### src/scba_pkg.sv
// package: constants, types and class table for the size class block allocator
`timescale 1ns / 1ps
package scba_pkg;
   localparam int NUM_CHUNKS  = 64;
   localparam int CHUNK_BYTES = 16384;
   localparam int CLASS_COUNT = 14;
   localparam int MAX_BLOCK   = 640;
   localparam int ADDR_W      = 20;
   localparam int SLOT_W      = 16;
   localparam int CLASS_W     = 4;
   localparam int CHUNK_W     = $clog2(NUM_CHUNKS + 1);
   localparam int BSIZE_W     = 10;
   localparam int QDEPTH      = 2;

   // offset of the last whole block of a chunk, per class
   localparam logic [ADDR_W-1:0] LAST_16  = ADDR_W'((CHUNK_BYTES / 16 - 1) * 16);
   localparam logic [ADDR_W-1:0] LAST_32  = ADDR_W'((CHUNK_BYTES / 32 - 1) * 32);
   localparam logic [ADDR_W-1:0] LAST_64  = ADDR_W'((CHUNK_BYTES / 64 - 1) * 64);
   localparam logic [ADDR_W-1:0] LAST_96  = ADDR_W'((CHUNK_BYTES / 96 - 1) * 96);
   localparam logic [ADDR_W-1:0] LAST_128 = ADDR_W'((CHUNK_BYTES / 128 - 1) * 128);
   localparam logic [ADDR_W-1:0] LAST_160 = ADDR_W'((CHUNK_BYTES / 160 - 1) * 160);
   localparam logic [ADDR_W-1:0] LAST_192 = ADDR_W'((CHUNK_BYTES / 192 - 1) * 192);
   localparam logic [ADDR_W-1:0] LAST_224 = ADDR_W'((CHUNK_BYTES / 224 - 1) * 224);
   localparam logic [ADDR_W-1:0] LAST_256 = ADDR_W'((CHUNK_BYTES / 256 - 1) * 256);
   localparam logic [ADDR_W-1:0] LAST_320 = ADDR_W'((CHUNK_BYTES / 320 - 1) * 320);
   localparam logic [ADDR_W-1:0] LAST_384 = ADDR_W'((CHUNK_BYTES / 384 - 1) * 384);
   localparam logic [ADDR_W-1:0] LAST_448 = ADDR_W'((CHUNK_BYTES / 448 - 1) * 448);
   localparam logic [ADDR_W-1:0] LAST_512 = ADDR_W'((CHUNK_BYTES / 512 - 1) * 512);
   localparam logic [ADDR_W-1:0] LAST_640 = ADDR_W'((CHUNK_BYTES / 640 - 1) * 640);

   localparam logic [1:0] OP_ALLOC = 2'd0;
   localparam logic [1:0] OP_FREE  = 2'd1;
   localparam logic [1:0] OP_CLEAR = 2'd2;
   localparam logic [1:0] OP_NONE  = 2'd3;

   localparam logic [1:0] ST_OK        = 2'd0;
   localparam logic [1:0] ST_ZERO      = 2'd1;
   localparam logic [1:0] ST_OVERSIZE  = 2'd2;
   localparam logic [1:0] ST_EXHAUSTED = 2'd3;

   typedef struct packed {
      logic [1:0]         opcode;
      logic [15:0]        req_size;
      logic [ADDR_W-1:0]  block_addr;
   } req_type;

   typedef struct packed {
      logic [1:0]         status;
      logic [ADDR_W-1:0]  alloc_addr;
      logic [CLASS_W-1:0] size_class;
   } rsp_type;

   // classified command between front and back
   typedef struct packed {
      logic [1:0]         opcode;   // OP_NONE also stands for a no-action item
      logic [1:0]         status;
      logic [CLASS_W-1:0] size_class;
      logic [ADDR_W-1:0]  block_addr;
   } cmd_type;

   function automatic logic [BSIZE_W-1:0] class_bytes(input logic [CLASS_W-1:0] c);
      logic [BSIZE_W-1:0] b;
      case (c)
         4'd0:    b = 10'd16;
         4'd1:    b = 10'd32;
         4'd2:    b = 10'd64;
         4'd3:    b = 10'd96;
         4'd4:    b = 10'd128;
         4'd5:    b = 10'd160;
         4'd6:    b = 10'd192;
         4'd7:    b = 10'd224;
         4'd8:    b = 10'd256;
         4'd9:    b = 10'd320;
         4'd10:   b = 10'd384;
         4'd11:   b = 10'd448;
         4'd12:   b = 10'd512;
         default: b = 10'd640;
      endcase
      return b;
   endfunction

   function automatic logic [ADDR_W-1:0] class_last(input logic [CLASS_W-1:0] c);
      logic [ADDR_W-1:0] o;
      case (c)
         4'd0:    o = LAST_16;
         4'd1:    o = LAST_32;
         4'd2:    o = LAST_64;
         4'd3:    o = LAST_96;
         4'd4:    o = LAST_128;
         4'd5:    o = LAST_160;
         4'd6:    o = LAST_192;
         4'd7:    o = LAST_224;
         4'd8:    o = LAST_256;
         4'd9:    o = LAST_320;
         4'd10:   o = LAST_384;
         4'd11:   o = LAST_448;
         4'd12:   o = LAST_512;
         default: o = LAST_640;
      endcase
      return o;
   endfunction
endpackage

### src/scba_if.sv
// valid/ready channel interfaces
`timescale 1ns / 1ps
interface scba_req_if;
   import scba_pkg::*;
   logic    valid;
   logic    ready;
   req_type data;
   modport source (output valid, output data, input ready);
   modport sink   (input valid, input data, output ready);
endinterface


### src/scba_front.sv
// front: accepts words, classifies size and queues commands
`timescale 1ns / 1ps
module scba_front (
   input  logic              clock,
   input  logic              reset,
   scba_req_if.sink          req,
   output scba_pkg::cmd_type cmd_data,
   output logic              cmd_valid,
   input  logic              cmd_ready
);
   import scba_pkg::*;

   cmd_type               q_ff [QDEPTH];
   logic [$clog2(QDEPTH)-1:0] wp_ff, wp_in, rp_ff, rp_in;
   logic [$clog2(QDEPTH):0]   cnt_ff, cnt_in;
   cmd_type               cls;
   logic                  push, pop;
   logic [CLASS_W-1:0]    c;

   // class by comparing against every bound but the top one (independent compares)
   always_comb begin
      c = CLASS_W'(CLASS_COUNT - 1);
      for (int i = CLASS_COUNT - 2; i >= 0; i--) begin
         if ({6'd0, req.data.req_size[9:0]} <= {6'd0, class_bytes(CLASS_W'(i))})
            c = CLASS_W'(i);
      end
      cls.opcode     = req.data.opcode;
      cls.status     = ST_OK;
      cls.size_class = '0;
      cls.block_addr = req.data.block_addr;
      if (req.data.opcode == OP_ALLOC || req.data.opcode == OP_FREE) begin
         if (req.data.req_size == 16'd0) begin
            cls.status = ST_ZERO;
            cls.opcode = OP_NONE;
         end else if (req.data.req_size > 16'(MAX_BLOCK)) begin
            cls.status = ST_OVERSIZE;
            cls.opcode = OP_NONE;
         end else begin
            cls.size_class = c;
         end
      end
   end

   assign req.ready = (cnt_ff != ($clog2(QDEPTH)+1)'(QDEPTH));
   assign push      = req.valid && req.ready;
   assign cmd_valid = (cnt_ff != '0);
   assign pop       = cmd_valid && cmd_ready;
   assign cmd_data  = q_ff[rp_ff];

   always_comb begin
      wp_in  = push ? wp_ff + 1'b1 : wp_ff;
      rp_in  = pop ? rp_ff + 1'b1 : rp_ff;
      cnt_in = cnt_ff + ($clog2(QDEPTH)+1)'(push) - ($clog2(QDEPTH)+1)'(pop);
   end

   always_ff @(posedge clock) begin
      if (reset) begin
         wp_ff  <= '0;
         rp_ff  <= '0;
         cnt_ff <= '0;
      end else begin
         wp_ff  <= wp_in;
         rp_ff  <= rp_in;
         cnt_ff <= cnt_in;
      end
      if (push) q_ff[wp_ff] <= cls;
   end

   a_cnt_bound: assert property (@(posedge clock) disable iff (reset)
      cnt_ff <= ($clog2(QDEPTH)+1)'(QDEPTH)) else $error("queue overflow");
   a_full_block: assert property (@(posedge clock) disable iff (reset)
      (cnt_ff == ($clog2(QDEPTH)+1)'(QDEPTH)) |-> !push) else $error("push when full");
   a_pop_nonempty: assert property (@(posedge clock) disable iff (reset)
      pop |-> cnt_ff != '0) else $error("pop when empty");
endmodule

### src/flat_wrapper.sv
// flat-port wrapper written by rule: the top's interface ports become plain ports
module scba_front_flat import scba_pkg::*;
  (clock, reset, cmd_data, cmd_valid, cmd_ready, req_valid, req_data, req_ready);
  scba_req_if req_i ();
  input  logic clock;
  input  logic reset;
  output scba_pkg::cmd_type cmd_data;
  output logic cmd_valid;
  input  logic cmd_ready;
  input wire logic [$bits(req_i.valid)-1:0] req_valid;
  input wire logic [$bits(req_i.data)-1:0] req_data;
  output wire logic [$bits(req_i.ready)-1:0] req_ready;
  assign req_i.valid = req_valid;
  assign req_i.data = req_data;
  assign req_ready = req_i.ready;
  scba_front u_core (.clock(clock), .reset(reset), .req(req_i), .cmd_data(cmd_data), .cmd_valid(cmd_valid), .cmd_ready(cmd_ready));
endmodule
### config.mk
export PLATFORM = sky130hd
export DESIGN_NAME = scba_front_flat
export DESIGN_NICKNAME = d
export VERILOG_FILES = /design/src/scba_pkg.sv /design/src/scba_if.sv /design/src/scba_front.sv /design/src/flat_wrapper.sv
export SDC_FILE = /design/constraint.sdc
export NUM_CORES = 1
export LEC_CHECK = 0
export BUFFER_PORTS_ARGS = -buffer_cell sky130_fd_sc_hd__buf_2
export CAP_MARGIN = 30
export CORE_MARGIN = 2
export CORE_UTILIZATION = 55
export CTS_CLUSTER_SIZE = 24
export DETAILED_ROUTE_END_ITERATION = 6
export PLACE_DENSITY = 0.87
export SYNTH_ARGS = -nofsm -noshare
export SYNTH_HDL_FRONTEND = slang
export SYNTH_SLANG_ARGS = --single-unit
### constraint.sdc
create_clock -name clock -period 5.7 [get_ports clock]
set_input_delay 0 -clock clock [delete_from_list [all_inputs] [get_ports clock]]
set_output_delay 0 -clock clock [all_outputs]
set_load 0.02 [all_outputs]
### Word level (Yosys, flattened, before mapping)

Memories as Yosys holds them, arrays and structs flattened. A register that Yosys moved wholly into a read port is not among the register bits.
Cells that the tools add are included.

* input bits: 42
* output and inout port bits: 30
* bits in registers: 4
* memories kept: 1
* memory bits (writable): 56
* bits in latches: 0
* word-level logic and storage cells: 52
* memory bits (read-only): 0

Memory list
* u_core.q_ff: depth 2, bits a word 28, read ports 1, clocked after Yosys merged registers in 1, write ports 1, line scba_front.sv:13 `cmd_type q_ff [QDEPTH];`

* multiply operators: 0
* magnitude comparators: 14
* div/mod/pow operators: 0
* equality and inequality tests: 2
* bitwise gates (word level): 0
* reductions and logical operators: 6
* muxes and demuxes: 22
* $add $sub $neg: 4
* shift operators: 0

Operators with widths (count)
* $mux 4: 12
* $le 10x8->1 const B: 4
* $le 10x9->1 const B: 4
* $le 10x7->1 const B: 2
* $gt 16x10->1 const B: 1
* $logic_not 16->1: 1
* $mux 3: 4
* $le 10x10->1 const B: 1
* $le 10x5->1 const B: 1
* $le 10x6->1 const B: 1
* $mux 8: 1
* $mux 1: 5
* $add 1x1->1 const B: 2
* $add 2x1->2: 1
* $eq 2x1->1 const B: 1
* $logic_and 1x1->1: 2
* $logic_not 2->1: 1
* $ne 2x2->1 const B: 1
* $reduce_bool 2->1: 1
* $sub 2x1->2: 1
* $logic_or 1x1->1: 1

### Depth between registers and ports, before layout

Gate-level depths: netlist of run 1.

* depth in word-level cells: 17
* mapped depth: 8
* gate-level depth less buffers: 8

### Worst setup path before layout of run 1

No wires, ideal clock.

* path kind: flip-flop to flip-flop
* from: reg u_core.cnt_ff[0]
* to: mem u_core.q_ff[0][0] (netlist name) (enable)
* path slack: 3419 ps
* arrival time: 1868 ps
* required time: 5287 ps
* stages on the path, launching flop included: 5
* buffers on the path: 0
* cell sequence: dfxtp_1 inv_1 nand2_1 nand2_1 nor2_1

* cells in the longest elaborated chain, start to end: 4

RTL lines
* start, declared: line scba_front.sv:15 `logic [$clog2(QDEPTH):0] cnt_ff, cnt_in;`
* start signal, assigned: line scba_front.sv:64 `cnt_ff <= cnt_in;`
* $ne 2x2->1: line scba_front.sv:44 `assign req.ready = (cnt_ff != ($clog2(QDEPTH)+1)'(QDEPTH));`
* via req_ready: line flat_wrapper.sv:12 `output wire logic [$bits(req_i.ready)-1:0] req_ready;`
* $logic_and 1x1->1: line scba_front.sv:45 `assign push = req.valid && req.ready;`
* $mux 1: line scba_front.sv:66 `if (push) q_ff[wp_ff] <= cls;`
* $mux 1 (implied by the code): line scba_front.sv:66
* end, declared: line scba_front.sv:13

The timed path passes the listed nets, and every way through them passes these cells.

### Final worst setup path of run 1

* from: reg u_core.cnt_ff[1]
* to: reg u_core.cnt_ff[1]

* elaborated cells between the ends (all ways): 6

RTL lines
* $reduce_bool 2->1: line scba_front.sv:46 `assign cmd_valid = (cnt_ff != '0);`
* $logic_and 1x1->1: line scba_front.sv:47 `assign pop = cmd_valid && cmd_ready;`
* via u_core.pop: line scba_front.sv:17 `logic push, pop;`
* $sub 2x1->2: line scba_front.sv:53 `cnt_in = cnt_ff + ($clog2(QDEPTH)+1)'(push) - ($clog2(QDEPTH)+1)'(pop);`

The timed path passes the listed nets, and every way through them passes these cells.
A chain may end at the register's enable or synchronous reset.

==> reports/metrics.csv, run 1 <==
metric;value;unit
Slew headroom;0.697;
remaining global-route overflow;0;
Die ar.;0.00527;mm2
DRC Markers;0;
n_diodes;0;
sequential share of power;0.451;
kind of critical path;reg2reg;
syn_nets;214;
htree depth;3;
Post-CTS Resized;0;
FF-to-FF End;u_core.cnt_ff[1];
share of post-route cells with drive strength above 1;0.432;
Mapped Cells;170;
M1 GR Usage;0.226;
Peak VDD IR;0.210;mV
Syn Std Cell Area;0.00259;mm2
met3 global-route usage;0.0414;
Die X;72.6;um
synthesis-stage register bit count;61;
Final Non-Filler Cells;323;
most used cell, CP;ha_1;
initial core utilization;0.583;
first-pass GRT wire length;8050;um
deepest clock path buffer count;2;
port bufs;71;
worst path cell trace;or2_2 -> and2_1 -> ha_1 -> inv_1 -> ha_1 -> xor2_1 -> xnor2_1 -> nor2_1;
hold depth;2;
Crit path required time;5.92;ns
dpl hpwl;3180;um
Largest stage delay, worst path;0.32;ns
Clk pwr share;0.225;
met2 Resource Use GR;0.372;
gr usage total;0.207;
pwr dens;393;mW/mm2
via count;1776;
synth unique cells;42;
Iter 0 DRT Violations;109;
Seq/Total Area, Yosys;0.688;
CTS clk-pin slew, worst paths;0.06;ns
Die Y;72.6;um
Least-Margin Pin Slew;0.452;ns
vias in the first global route;1741;
clock sinks;61;
nets;311;
CP Launch Type;register;
Comb pwr share;0.324;
Routability Congestion;0.883;
LEAKAGE;1.30;nW
Slew Viols, Final;0;
worst-path maximum fanout;3;
unrepaired setup endpoints after global routing;false;
largest net degree at the start of global routing;29;
Hold Crit Class;in2reg;
syn avg cell area;15.2;um2
CTS tree;done;
FP Rows;24;
Top delay family on crit path;simple AND/OR/NAND/NOR gates;
Final setup viols;0;
max cap viols;0;
gr busiest metal;met2;
Net Sw Frac;0.317;
maximum clock rate;570;MHz
Clock Skews;0.00577;ns
internal power;0.901;mW
DRT Pass-1 Iters;6;
Clk Latency, worst-skew pair;0.32;ns
core area;0.00444;mm2
Post-Route WL;5220;um
status;finished clean;
Synth Warn #;0;
arrival time worst endpoint;1.97;ns
crit share post-route;0.308;
# Post-CTS Setup Buffers;0;
R2R Path Start;u_core.cnt_ff[1];
crit end category;register;
CTS buffer count;9;
vias per cell;5.50;
Final ANT Viol Nets;0;
Endpoint, Worst Hold;u_core.q_ff[1][25];
Worst Reg2Reg Path Length in Cells;8;
Worst Path Buf+Inv;1;
Placed Instances;286;
Slowest cell on crit path;dfxtp_1;
num ports;72;
hold path start;req_data[37];
area grow syn2layout;29.7;%
antenna violations before repair;0;
Root Driver;clkbuf_8;
Net Switching;0.418;mW
Avg WL per Cell;16.2;um
Tmin final;1.76;ns
reg-to-reg slack, setup;3.94;ns
Hold Vio Cnt, Final;0;
setup TNS;0;ns
## sequential cells by signal, summed over array words and instances, names as in the netlist, named ones only
register,cells
u_core.cnt_ff,2
u_core.q_ff,56
u_core.wp_ff,1
u_core.rp_ff,1
## cells in the mapped netlist (all sizes together)
master / number / area (um2)
mux2i: 1 / 10.0
or2: 2 / 12.5
dfxtp: 5 / 100
and3b: 1 / 8.76
or4bb: 1 / 11.3
nor2b: 1 / 6.26
xnor2: 2 / 17.5
o21ai: 1 / 8.76
o22ai: 1 / 6.26
nor3: 3 / 15.0
a21oi: 4 / 20.0
a32oi: 1 / 8.76
o31ai: 2 / 15.0
o41a: 1 / 11.3
or4: 2 / 18.8
and3: 3 / 23.8
clkbuf: 6 / 22.5
nand3: 1 / 5.00
a211o: 1 / 8.76
and4b: 1 / 10.0
o21bai: 1 / 7.51
nand2: 7 / 26.3
xor2: 2 / 17.5
nor2: 14 / 52.6
edfxtp: 56 / 1680
o211ai: 2 / 15.0
and2: 2 / 12.5
a2111o: 1 / 11.3
inv: 4 / 15.0
nor4: 2 / 12.5
buf: 4 / 22.5
nand2b: 1 / 6.26
mux2: 28 / 315
a31oi: 1 / 6.26
a2111oi: 1 / 8.76
ha: 2 / 25.0
nand4: 1 / 6.26
nor3b: 1 / 7.51
## cell usage in the layout (no fill, tap or decap), types with 3 or more instances in the layout
master | synthesis | final
buf_2 | 0 | 71
edfxtp_1 | 56 | 56
mux2_2 | 28 | 28
dlygate4sd3_1 | 0 | 22
nor2_1 | 14 | 13
clkbuf_8 | 0 | 9
nand2_1 | 7 | 7
dfxtp_1 | 5 | 5
inv_1 | 4 | 4
a21oi_1 | 4 | 4
nor3_1 | 3 | 3
clkinv_1 | 0 | 3
buf_4 | 0 | 3
## routing by layer
| layer | share of wire | vias to the layer above | wire length, um |
|---|---|---|---|
| met5 | 0 | - | 0 |
| met4 | 0.026 | 0 | 136 |
| met3 | 0.047 | 17 | 246 |
| met2 | 0.53 | 67 | 2790 |
| met1 | 0.39 | 844 | 2050 |
| li1 | - | 848 | - |
## per-stage QoR
step | setup slack, ns | instance area (um2) | hold slack (ns) | utilization | power (mW)
after global placement | 3.81 | 2990 | 0.187 | 0.673 | 1.00
final | 3.94 | 3360 | 0.0357 | 0.756 | 1.32
after global routing | 3.80 | 3360 | 0.0375 | 0.756 | 1.38
after CTS | 3.94 | 3360 | 0.00635 | 0.756 | 1.32
after floorplan | 3.42 | 2590 | 0.0716 | - | 0.887
after detailed placement | 3.75 | 2990 | 0.191 | 0.673 | 1.02
## power groups by stage
stage	Clock [mW]	Combinational [mW]	Sequential [mW]
after CTS	0.301	0.428	0.593
after detailed placement	0	0.414	0.602
after floorplan	0	0.290	0.597
after global placement	0	0.405	0.597
final	0.297	0.427	0.594
after global routing	0.318	0.460	0.601
## worst max path at each step
stage	startpoint	to	slack, ns	depth (start not counted)
floorplan	u_core.cnt_ff[0]	u_core.q_ff[0][0]	3.42	4
global placement	req_data[20]	u_core.q_ff[0][23]	3.81	6
detailed placement	req_data[20]	u_core.q_ff[0][23]	3.75	6
CTS	u_core.cnt_ff[1]	u_core.cnt_ff[1]	3.94	8
global route	u_core.cnt_ff[1]	u_core.cnt_ff[1]	3.80	8
finish	u_core.cnt_ff[1]	u_core.cnt_ff[1]	3.94	8
## cells by family (layout without fill, tap and decap cells)
| group | after synthesis | in the layout | share of synthesized area |
|---|---|---|---|
| AOI/OAI and AO/OA | 17 | 17 | 0.0493 |
| and+or+nand+nor | 43 | 43 | 0.0908 |
| DFF | 61 | 61 | 0.688 |
| xor gates and xnor gates | 4 | 4 | 0.0135 |
| adders and majority gates | 2 | 2 | 0.00966 |
| buffers and inverters | 14 | 115 | 0.0232 |
| muxes | 29 | 29 | 0.126 |
## cell type report
class	instances	area, um2
clock buffers	11	131
clock inverters	4	16.3
fillers	275	1090
inverters	4	15.0
multi-input cells	95	751
flip-flops and latches	61	1780
well taps	52	65.1
repair buffers	96	598
## repair_timing
item	in CTS	in global routing
hold buffers	22	0
hold endpoints to repair	47	0
setup endpoints to repair	0	0
Power figures use the tool's default switching activity.
==> run 2: changes to the inputs <==
--- a/config.mk
+++ b/config.mk
@@ -8,10 +8,10 @@
 export BUFFER_PORTS_ARGS = -buffer_cell sky130_fd_sc_hd__buf_2
 export CAP_MARGIN = 30
 export CORE_MARGIN = 2
-export CORE_UTILIZATION = 55
+export CORE_UTILIZATION = 46
 export CTS_CLUSTER_SIZE = 24
 export DETAILED_ROUTE_END_ITERATION = 6
-export PLACE_DENSITY = 0.87
+export PLACE_DENSITY = 0.78
 export SYNTH_ARGS = -nofsm -noshare
 export SYNTH_HDL_FRONTEND = slang
 export SYNTH_SLANG_ARGS = --single-unit
==> constraint.sdc (replaced) <==
create_clock -name clock -period 1.55 [get_ports clock]
set_input_delay 0 -clock clock [delete_from_list [all_inputs] [get_ports clock]]
set_output_delay 0 -clock clock [all_outputs]
set_load 0.02 [all_outputs]
==> reports/metrics.csv, run 2 (synthesized netlist as in run 1, its figures left out) <==
metric;value;unit;change
status;complete, but fails checks;;
failing checks;setup timing;;
remaining global-route overflow;0;;unchanged
clock sinks;61;;unchanged
Final setup viols;1;;+1
Routability Congestion;0.887;;+0.45%
vias per cell;4.99;;-9.2%
R2R Path Start;u_core.cnt_ff[1];;
core area;0.00547;mm2;+23%
Die ar.;0.00625;mm2;+18%
Iter 0 DRT Violations;54;;-50%
initial core utilization;0.473;;-0.110
via count;1758;;-1.0%
final worst slack;-0.0462;ns;-3.99 ns
Clk Latency, worst-skew pair;0.32;ns;about the same
Least-Margin Pin Slew;0.303;ns;-0.148 ns
LEAKAGE;1.37;nW;+5.2%
Crit path required time;1.77;ns;-4.15 ns
max cap viols;0;;unchanged
worst-path maximum fanout;2;;-1
num ports;72;;unchanged
Placed Instance Area;0.00312;mm2;+4.3%
max reg flops;56;;unchanged
first-pass GRT wire length;7700;um;-4.4%
htree depth;3;;unchanged
Top reg by flops;u_core.q_ff;;
setup TNS;-0.0462;ns;-0.0462 ns
Final ANT Viol Nets;0;;unchanged
most common cell after layout, fill and taps aside;buf_2;;
DRC Markers;0;;unchanged
maximum clock rate;627;MHz;+10%
dpl hpwl;3230;um;+1.4%
unrepaired setup endpoints after global routing;true;;
share of post-route cells with drive strength above 1;0.489;;+0.0576
CP Launch Type;register;;
Crit. Startpoint;u_core.cnt_ff[1];;
Hold Crit Class;in2reg;;
Peak VDD IR;0.610;mV;+190%
crit end category;register;;
arrival time worst endpoint;1.81;ns;-0.16 ns
antenna violations before repair;0;;unchanged
Final Util;0.650;;-0.106
post-place setup slack;-0.311;ns;-4.06 ns
hold path start;req_data[37];;
Hold Vio Cnt, Final;0;;unchanged
hold slack;0.0278;ns;-0.00790 ns
Die X;79.0;um;+8.8%
Tmin final;1.60;ns;-0.160 ns
area grow syn2layout;37.3;%;
Die Y;79.0;um;+8.8%
FP Rows;27;;+13%
Root Driver;clkbuf_8;;
nets;320;;+2.9%
kind of critical path;reg2reg;;
DRT Pass-1 Iters;4;;-2
FF+latch area;0.00178;mm2;+0.14%
pwr dens;1460;mW/mm2;+270%
crit share post-route;1.03;;+0.722
commonest non-fill, non-tap cells in the layout;71 x buf_2, 56 x edfxtp_1, 28 x mux2_2;;
Clock Skews;0.00594;ns;+0.000171 ns
n_diodes;0;;unchanged
Slew Viols, Final;0;;unchanged
post-layout instance area;0.00356;mm2;+5.9%
CTS buffer count;9;;unchanged
Pwr Total;5.18;mW;+290%
Post-Route WL;4920;um;-5.7%
CTS tree;done;;
largest registers;u_core.q_ff (56), u_core.cnt_ff (2);;
deepest clock path buffer count;2;;unchanged
largest net degree at the start of global routing;29;;unchanged
Final Non-Filler Cells;352;;+9.0%
fill cell count;419;;+52%
CTS clk-pin slew, worst paths;0.06;ns;about the same
Avg WL per Cell;14.0;um;-13%
port bufs;71;;unchanged
vias in the first global route;1752;;+0.63%
Placed Instances;315;;+10%
area occupied by multi-input gates;803;um2;+7.0%
gr usage total;0.165;;-0.0418
Slew headroom;0.792;;+0.0958
-- run 2: power breakdown --
| group | switching [mW] | internal (mW) |
|---|---|---|
| Combinational | 0.959 | 0.777 |
| Clock | 0.518 | 0.733 |
| Sequential | 0.0762 | 2.11 |
-- run 2: layer usage --
layer | GRT usage | part of all wire | routed length, um | vias up
met2 | 0.295 | 0.53 | 2620 | 68
met1 | 0.180 | 0.40 | 1960 | 825
li1 | - | - | - | 859
met3 | 0.0443 | 0.054 | 266 | 6
met4 | 0.0828 | 0.015 | 76 | 0
met5 | 0 | 0 | 0 | -
-- run 2: path summary, 6_finish.rpt --
kind	slack, ns	end	depth (start not counted)
max	-0.05	u_core.cnt_ff[1]	8
min	0.03	u_core.q_ff[0][24]	2
max reg2reg	-0.05	u_core.cnt_ff[1]	8
min reg2reg	0.53	register	2
-- run 2: worst max-delay path, cell delays in order (launching register included) --
cell and delay (ns):
dfxtp_2 0.32, or2_4 0.24, and2_4 0.15, ha_4 0.26, inv_2 0.04, ha_4 0.16
xor2_2 0.14, xnor2_1 0.14, nor2_1 0.05
-- run 2: final cells by class --
type | count | share of cell area
flip-flops and latches | 61 | 0.502
multi-input cells | 95 | 0.226
repair buffers | 105 | 0.194
clock buffers | 13 | 0.0390
well taps | 72 | 0.0253
clock inverters | 2 | 0.00985
inverters | 4 | 0.00422
-- run 2: what timing repair did --
action,CTS,global route
endpoints found under the hold margin,47,0
pin swaps,6,3
cloned,0,0
resized for setup,6,3
hold buffers,22,0
setup endpoints to repair,1,9
setup buffers,0,0
==> run 3: changes to the inputs <==
--- a/config.mk
+++ b/config.mk
@@ -8,10 +8,10 @@
 export BUFFER_PORTS_ARGS = -buffer_cell sky130_fd_sc_hd__buf_2
 export CAP_MARGIN = 30
 export CORE_MARGIN = 2
-export CORE_UTILIZATION = 46
+export CORE_UTILIZATION = 23
 export CTS_CLUSTER_SIZE = 24
 export DETAILED_ROUTE_END_ITERATION = 6
-export PLACE_DENSITY = 0.78
+export PLACE_DENSITY = 0.47
 export SYNTH_ARGS = -nofsm -noshare
 export SYNTH_HDL_FRONTEND = slang
 export SYNTH_SLANG_ARGS = --single-unit
==> reports/metrics.csv, run 3 (synthesized netlist as in run 1, its figures left out) <==
metric;value;unit;change
max cap viols;0;;unchanged
Tmin final;1.59;ns;-0.00462 ns
kind of critical path;reg2reg;;
DRT Pass-1 Iters;4;;unchanged
most common cell after layout, fill and taps aside;buf_2;;
max reg flops;56;;unchanged
Slowest cell on crit path;dfxtp_2;;
dpl hpwl;3780;um;+17%
Die ar.;0.0121;mm2;+94%
hold slack;0.0534;ns;+0.0256 ns
area occupied by multi-input gates;805;um2;+0.16%
Net Sw Frac;0.292;;-0.00858
Clock Skews;0.00561;ns;-0.000329 ns
DRC Markers;0;;unchanged
largest registers;u_core.q_ff (56), u_core.cnt_ff (2);;
deepest clock path buffer count;2;;unchanged
Root Driver;clkbuf_16;;
worst-path maximum fanout;2;;unchanged
LEAKAGE;1.42;nW;+3.8%
internal power;4.12;mW;+14%
Die Y;110;um;+39%
Slew Viols, Final;0;;unchanged
nets;320;;unchanged
fill cell count;1120;;+170%
antenna violations before repair;0;;unchanged
R2R Path Start;u_core.cnt_ff[1];;
Final setup viols;1;;unchanged
crit share post-route;1.03;;-0.00298
sequential share of power;0.375;;-0.048
FF+latch area;0.00178;mm2;unchanged
Comb pwr share;0.306;;-0.029
remaining global-route overflow;0;;unchanged
failing checks;setup timing;;
Iter 0 DRT Violations;40;;-26%
gr usage total;0.0905;;-0.0746
num ports;72;;unchanged
Top delay family on crit path;simple AND/OR/NAND/NOR gates;;
share of post-route cells with drive strength above 1;0.496;;+0.00714
Clk Latency, worst-skew pair;0.32;ns;about the same
largest net degree at the start of global routing;18;;-38%
setup TNS;-0.0415;ns;+0.00462 ns
arrival time worst endpoint;1.79;ns;-0.02 ns
via count;1784;;+1.5%
# Post-CTS Setup Buffers;0;;unchanged
port bufs;71;;unchanged
clock sinks;61;;unchanged
Post-Route WL;5450;um;+11%
Hold Crit Class;in2reg;;
vias in the first global route;1724;;-1.6%
Largest stage delay, worst path;0.31;ns;about the same
Hold Vio Cnt, Final;0;;unchanged
most used cell, CP;ha_4;;
Net Switching;1.70;mW;+9.2%
Clk pwr share;0.319;;+0.077
CP Launch Type;register;;
Worst Path Buf+Inv;1;;unchanged
Crit path required time;1.75;ns;-0.02 ns
area grow syn2layout;45.3;%;
CTS buffer count;9;;unchanged
core area;0.0109;mm2;+100%
Top reg by flops;u_core.q_ff;;
post-place setup slack;-0.308;ns;+0.00295 ns
maximum clock rate;628;MHz;+0.29%
Final Util;0.344;;-0.306
Avg WL per Cell;13.0;um;-7.3%
Peak VDD IR;0.636;mV;+4.3%
Final ANT Viol Nets;0;;unchanged
Placed Instances;384;;+22%
htree depth;3;;unchanged
commonest non-fill, non-tap cells in the layout;71 x buf_2, 56 x edfxtp_1, 28 x mux2_2;;
status;complete, but fails checks;;
Final Non-Filler Cells;420;;+19%
vias per cell;4.25;;-15%
initial core utilization;0.237;;-0.236
Slew headroom;0.805;;+0.0128
first-pass GRT wire length;8110;um;+5.3%
Routability Congestion;0.698;;-21%
Die X;110;um;+39%
FP Rows;38;;+41%
unrepaired setup endpoints after global routing;true;;
Least-Margin Pin Slew;0.291;ns;-0.0121 ns
final worst slack;-0.0415;ns;+0.00462 ns
n_diodes;0;;unchanged
worst path cell trace;or2_4 -> and2_4 -> ha_4 -> inv_2 -> ha_4 -> xor2_2 -> xnor2_1 -> nor2_1;;
hold path start;req_data[37];;
Crit. Startpoint;u_core.cnt_ff[1];;
CTS clk-pin slew, worst paths;0.05;ns;about the same
CTS tree;done;;
pwr dens;1550;mW/mm2;+6.3%
crit end category;register;;
run 3: cell types whose count changed in the layout (fill, tap and decap cells not counted):
cell        delta
clkbuf_8       -9
buf_12         +1
clkbuf_1       -4
a2111oi_0      -1
a2111oi_1      +1
clkbuf_16      +9
clkinv_1       +2
clkinv_2       +1
buf_4          -1
clkinvlp_4     +1
run 3: path summary, 6_finish.rpt:
kind	to	slack, ns	depth (start not counted)
setup / recovery	u_core.cnt_ff[1]	-0.04	8
hold reg to reg	u_core.rp_ff	0.52	2
hold / removal	u_core.q_ff[0][25]	0.05	2
setup reg to reg	u_core.cnt_ff[1]	-0.04	8
run 3: metal layers:
metal	wire length, um	GRT usage	part of all wire
met3	361	0.0300	0.066
met5	0	0	0
met1	2390	0.106	0.44
met4	55	0.0375	0.010
met2	2630	0.152	0.48
run 3: metrics by stage:
step | total power, mW | cell area [um2]
floorplan | 3.29 | 2600
global placement | 3.91 | 3220
detailed placement | 3.93 | 3220
CTS | 5.92 | 3760
global route | 6.13 | 3760
finish | 5.82 | 3760
run 3: cell type report:
class / count / share of cell area
inverters: 4 / 0.00399
repair buffers: 105 / 0.187
multi-input cells: 95 / 0.214
clock inverters: 6 / 0.0146
flip-flops and latches: 61 / 0.474
clock buffers: 9 / 0.0599
well taps: 140 / 0.0466
run 3: power groups by stage:
stage / Clock, mW / Sequential [mW] / Combinational (mW)
floorplan: 0 / 2.20 / 1.09
global placement: 0 / 2.20 / 1.70
detailed placement: 0 / 2.21 / 1.71
CTS: 1.91 / 2.19 / 1.82
global route: 1.99 / 2.21 / 1.94
finish: 1.85 / 2.18 / 1.78
run 3: timing repair:
action                                  4_1_cts  5_1_grt
endpoints found under the hold margin        47        0
endpoints found under the setup margin        1       11
resized for setup                             7        3
pin swaps                                     6        3
hold buffers                                 22        0
